### src/design/koht_pkg.sv
// Shared types and constants of the key owner hash table.
package koht_pkg;

    // Bucket count must be a power of two (bucket is the low key bits).
    localparam int NUM_BUCKETS = 1024;
    localparam int WAYS        = 4;
    localparam int BUCKET_W    = $clog2(NUM_BUCKETS);
    localparam int WAY_W       = (WAYS > 1) ? $clog2(WAYS) : 1;

    // Queue depths, two or more.
    localparam int CMD_DEPTH = 2;
    localparam int CMD_PTR_W = $clog2(CMD_DEPTH);
    localparam int CMD_CNT_W = $clog2(CMD_DEPTH + 1);
    localparam int RES_DEPTH = 2;
    localparam int RES_PTR_W = $clog2(RES_DEPTH);
    localparam int RES_CNT_W = $clog2(RES_DEPTH + 1);

    typedef enum logic {
        OP_SET    = 1'b0,
        OP_LOOKUP = 1'b1
    } t_op;

    typedef struct packed {
        logic        func;
        logic [31:0] key;
        logic [15:0] rank_in;
        logic [7:0]  vpid_in;
        logic [31:0] size_in;
    } t_in_item;

    typedef struct packed {
        logic        hit;
        logic        full_res;
        logic [15:0] rank_out;
        logic [7:0]  vpid_out;
        logic [31:0] size_out;
    } t_out_item;

    // Classified command handed from front to back.
    typedef struct packed {
        t_op                 op;
        logic [BUCKET_W-1:0] bucket;
        logic [31:0]         key;
        logic [15:0]         rank;
        logic [7:0]          vpid;
        logic [31:0]         size;
    } t_cmd;

    typedef struct packed {
        logic valid;
        t_cmd cmd;
    } t_cmd_link;

    typedef struct packed {
        logic pop;
        logic clearing;
    } t_back_link;

    typedef struct packed {
        logic        valid;
        logic [31:0] key;
        logic [15:0] rank;
        logic [7:0]  vpid;
        logic [31:0] size;
    } t_way;

    typedef t_way [WAYS-1:0] t_row;

    typedef enum logic [1:0] {
        ST_CLEAR,
        ST_IDLE,
        ST_EXEC
    } t_back_state;

endpackage

### src/design/koht_front.sv
// Front end: accepts items, classifies them and queues commands for the back end.
module koht_front (
    input  logic                   i_clk,
    input  logic                   i_rst_n,
    input  logic                   i_push,
    input  koht_pkg::t_in_item     i_item,
    output logic                   o_full,
    input  koht_pkg::t_back_link   i_back,
    output koht_pkg::t_cmd_link    o_cmd
);
    import koht_pkg::*;

    t_cmd                 r_q [CMD_DEPTH];
    logic [CMD_PTR_W-1:0] r_wr_ptr, n_wr_ptr;
    logic [CMD_PTR_W-1:0] r_rd_ptr, n_rd_ptr;
    logic [CMD_CNT_W-1:0] r_count, n_count;
    logic                 accept;
    t_cmd                 cmd_new;

    assign o_full = (r_count == CMD_CNT_W'(CMD_DEPTH)) | i_back.clearing;
    assign accept = i_push & ~o_full;

    always_comb begin
        cmd_new.op     = t_op'(i_item.func);
        cmd_new.bucket = i_item.key[BUCKET_W-1:0];
        cmd_new.key    = i_item.key;
        cmd_new.rank   = i_item.rank_in;
        cmd_new.vpid   = i_item.vpid_in;
        cmd_new.size   = i_item.size_in;
    end

    always_comb begin
        n_wr_ptr = r_wr_ptr;
        n_rd_ptr = r_rd_ptr;
        n_count  = r_count;
        if (accept) begin
            n_wr_ptr = (r_wr_ptr == CMD_PTR_W'(CMD_DEPTH - 1)) ? '0 : r_wr_ptr + 1'b1;
        end
        if (i_back.pop) begin
            n_rd_ptr = (r_rd_ptr == CMD_PTR_W'(CMD_DEPTH - 1)) ? '0 : r_rd_ptr + 1'b1;
        end
        case ({accept, i_back.pop})
            2'b10:   n_count = r_count + 1'b1;
            2'b01:   n_count = r_count - 1'b1;
            default: n_count = r_count;
        endcase
    end

    always_ff @(posedge i_clk) begin
        if (!i_rst_n) begin
            r_wr_ptr <= '0;
            r_rd_ptr <= '0;
            r_count  <= '0;
        end else begin
            r_wr_ptr <= n_wr_ptr;
            r_rd_ptr <= n_rd_ptr;
            r_count  <= n_count;
        end
    end

    always_ff @(posedge i_clk) begin
        if (accept) begin
            r_q[r_wr_ptr] <= cmd_new;
        end
    end

    assign o_cmd.valid = (r_count != '0);
    assign o_cmd.cmd   = r_q[r_rd_ptr];

endmodule

### config.mk
export PLATFORM = sky130hd
export DESIGN_NAME = koht_front
export DESIGN_NICKNAME = d
export VERILOG_FILES = /design/src/design/koht_pkg.sv /design/src/design/koht_front.sv
export SDC_FILE = /design/constraint.sdc
export NUM_CORES = 1
export LEC_CHECK = 0
export BUFFER_PORTS_ARGS = -buffer_cell sky130_fd_sc_hd__buf_4
export CAP_MARGIN = 20
export CORE_ASPECT_RATIO = 2
export CORE_UTILIZATION = 51
export CTS_CLUSTER_SIZE = 28
export DETAILED_ROUTE_END_ITERATION = 12
export PLACE_DENSITY = 0.79
export SYNTH_ARGS = -nofsm -noshare
export SYNTH_HDL_FRONTEND = slang
export SYNTH_SLANG_ARGS = --single-unit
### constraint.sdc
create_clock -name i_clk -period 7.1 [get_ports i_clk]
set_input_delay 0.71 -clock i_clk [delete_from_list [all_inputs] [get_ports i_clk]]
set_output_delay 0.71 -clock i_clk [all_outputs]
set_load 0.01 [all_outputs]
==> impl_metrics.json <==
{
  "status": "finished, final reports clean",
  "fin_nets": 604,
  "cts_resized": 0,
  "maxCapViolations": 0,
  "rr_worst_depth": 4,
  "grt_pass1_vias": 3704,
  "dp_hpwl_um": 8540,
  "whs_path_depth": 1,
  "cp.arrival_ps": 2900,
  "critical_path_depth": 4,
  "synth_cells": 312,
  "p_leak_nw": 3.32,
  "setup_viol": 0,
  "async_reset_ff_share_pct": 0,
  "cts_tree": "yes",
  "drt_drc_violations_left": 0,
  "cts_buffer_depth": 2,
  "synthTopCellsByArea": "edfxtp_1 (80%), mux2_2 (15%), dfxtp_1 (1.5%)",
  "ctsHoldBuffers": 0,
  "cp_max_fo": 57,
  "cpMaxStageDelayCell": "nor2_4",
  "period_share_pct": 40.3,
  "p_per_area_nw_per_um2": 281,
  "place_area_um2": 8260,
  "end_kind": "register",
  "viasPerCell": 5.22,
  "diodes": 0,
  "fin_crit_ps": 2860,
  "clk_pin_slew_ps": 70,
  "gp_congestion": 0.741,
  "cts-htree-levels": 4,
  "first_pass_iters": 4,
  "highest_layer": "met4",
  "wl_per_cell_um": 19.3,
  "dieHeight_um": 164,
  "avgSynthCellArea_um2": 21.5,
  "die_area_um2": 13700,
  "yosys_warnings": 0,
  "vias": 3519,
  "met2_length_um": 7660,
  "core_um2": 12900,
  "worst-path-buf-inv": 1,
  "finalMaxSlewViolations": 0,
  "cp.required_ps": 7140,
  "start_util_pct": 52.0,
  "setup.worst_path.start_class": "register",
  "io_pins": 195,
  "syn2layout_area_growth_pct": 32.6,
  "chipWidth_um": 83.2,
  "tightest_slew_ps": 953,
  "grt_pass1_wl_um": 18700,
  "grt.overflow.total": 0,
  "synth_area_um2": 6720,
  "slew-limit-headroom_pct": 36.3,
  "worstPathCellList": "nand2b_1 > nand3b_1 > nor2_4 > buf_4",
  "route.met3.wl_um": 565,
  "fin_skew_ps": 9.48,
  "detail-route-antenna-nets": 0,
  "drive_gt1_share_pct": 61.3,
  "setup.worst_path.class": "register to register",
  "cpPeakStageDelay_ps": 810,
  "cts_root_buf": "clkbuf_16",
  "drtIter0Drc": 181,
  "totalWireLength_um": 13000,
  "hold_violations": 0,
  "synth_edf_count": 178,
  "finalInstanceArea_um2": 8920,
  "synth-seq-cells": 183,
  "synth_top_flop_cell": "edfxtp_1",
  "wl_met1_um": 4250,
  "finalSetupTns_ps": 0,
  "rsz0062_at_grt": "no",
  "synth_nets": 407,
  "grt_max_degree": 90,
  "yosysUniqueCellTypes": 20,
  "ir_worst_vdd_mv": 0.212,
  "yosysSeqAreaShare_pct": 81.0,
  "cp_top_family": "simple AND/OR/NAND/NOR gates",
  "clk_latency_ps": 410,
  "post_cts_buffers": 0,
  "port_buffers": 194,
  "hold_slack_ps": 474,
  "clock.fmax_mhz": 350,
  "synth_largest_area_cell": "edfxtp_1",
  "antenna_found_initial": 0,
  "cts_buffers": 17,
  "track_usage_pct": 18.8,
  "r2r_slack_ps": 4240,
  "rows": 59,
  "hold_class": "primary input to register",
  "clock-sinks": 183,
  "yosys.area.top_type_share_pct": 79.5
}
## final timing paths
kind	start	end
worst max-delay path	r_count[0]	r_q[1][8]
worst max register to register	r_count[0]	r_q[1][8]
worst min-delay path	i_item[58]	r_q[1][90]
worst min register to register	r_wr_ptr	r_wr_ptr
## logic make-up (layout without fill, tap and decap cells)
logic type / count (synthesis) / count (layout) / share of synthesized area [%]
compound gates: 2 / 2 / 0.186
xor+xnor: 3 / 3 / 0.391
fa+ha+maj: 1 / 1 / 0.186
buf+inv: 21 / 231 / 2.20
flops: 183 / 183 / 81.0
mux: 90 / 90 / 15.1
simple gates: 12 / 12 / 0.987
## area by class of cell
class | count | area (µm²)
sequential | 183 | 5450
fill | 809 | 4000
timing repair buffer | 198 | 1530
multi-input combinational | 108 | 1140
clock buffer | 19 | 433
tap | 152 | 190
clock inverter | 13 | 169
inverter | 1 | 3.75
## placed cells by master (no fill, tap or decap)
cell type,instances
nand2b_1,2
a21boi_1,1
clkbuf_1,2
mux2_2,89
xor2_1,1
inv_8,2
dfxtp_1,4
inv_1,1
bufinv_16,3
inv_6,2
clkinv_2,2
or3_1,1
xnor2_1,2
clkinvlp_4,1
edfxtp_1,178
nor2_4,2
and2_1,3
o21ai_0,1
buf_16,2
dfxtp_4,1
nand3b_1,1
clkinv_4,2
buf_4,196
clkbuf_16,17
nand2_1,2
mux2i_1,1
clkinv_1,1
or2_2,1
ha_1,1
## synthesized netlist by cell type (2+ instances only)
cell and instances:
buf_4 10, buf_6 3, nand2_1 2, buf_2 7, nor2_1 2, nand2b_1 2, and2_1 3, mux2_2 89
dfxtp_1 5, edfxtp_1 178, xnor2_1 2
## metrics by stage
stage / utilization (%) / worst slack (ps) / cells / total power, mW
global route: 69.0 / 4090 / 674 / 2.59
global placement: 63.9 / 4020 / 640 / 1.57
floorplan: - / 1900 / 312 / 1.44
finish: 69.0 / 4240 / 674 / 2.51
detailed placement: 63.9 / 3920 / 640 / 1.58
CTS: 68.6 / 4160 / 672 / 2.52
## flip-flops by register name, summed over array words and instances (netlist names), named ones only
name and flops:
r_q 178, r_count 2, r_rd_ptr 1, r_wr_ptr 1
## routing by layer
layer | vias up | GRT usage, %
met5 | - | 0
met4 | 0 | 11.1
met2 | 137 | 36.3
met3 | 27 | 4.55
met1 | 1749 | 17.5
li1 | 1606 | -
## power breakdown
group          internal, mW  switching (mW)
sequential             1.24          0.0227
clock                 0.560           0.385
combinational         0.165           0.132
total                  1.97           0.541
(Power assumes the default switching activity.)
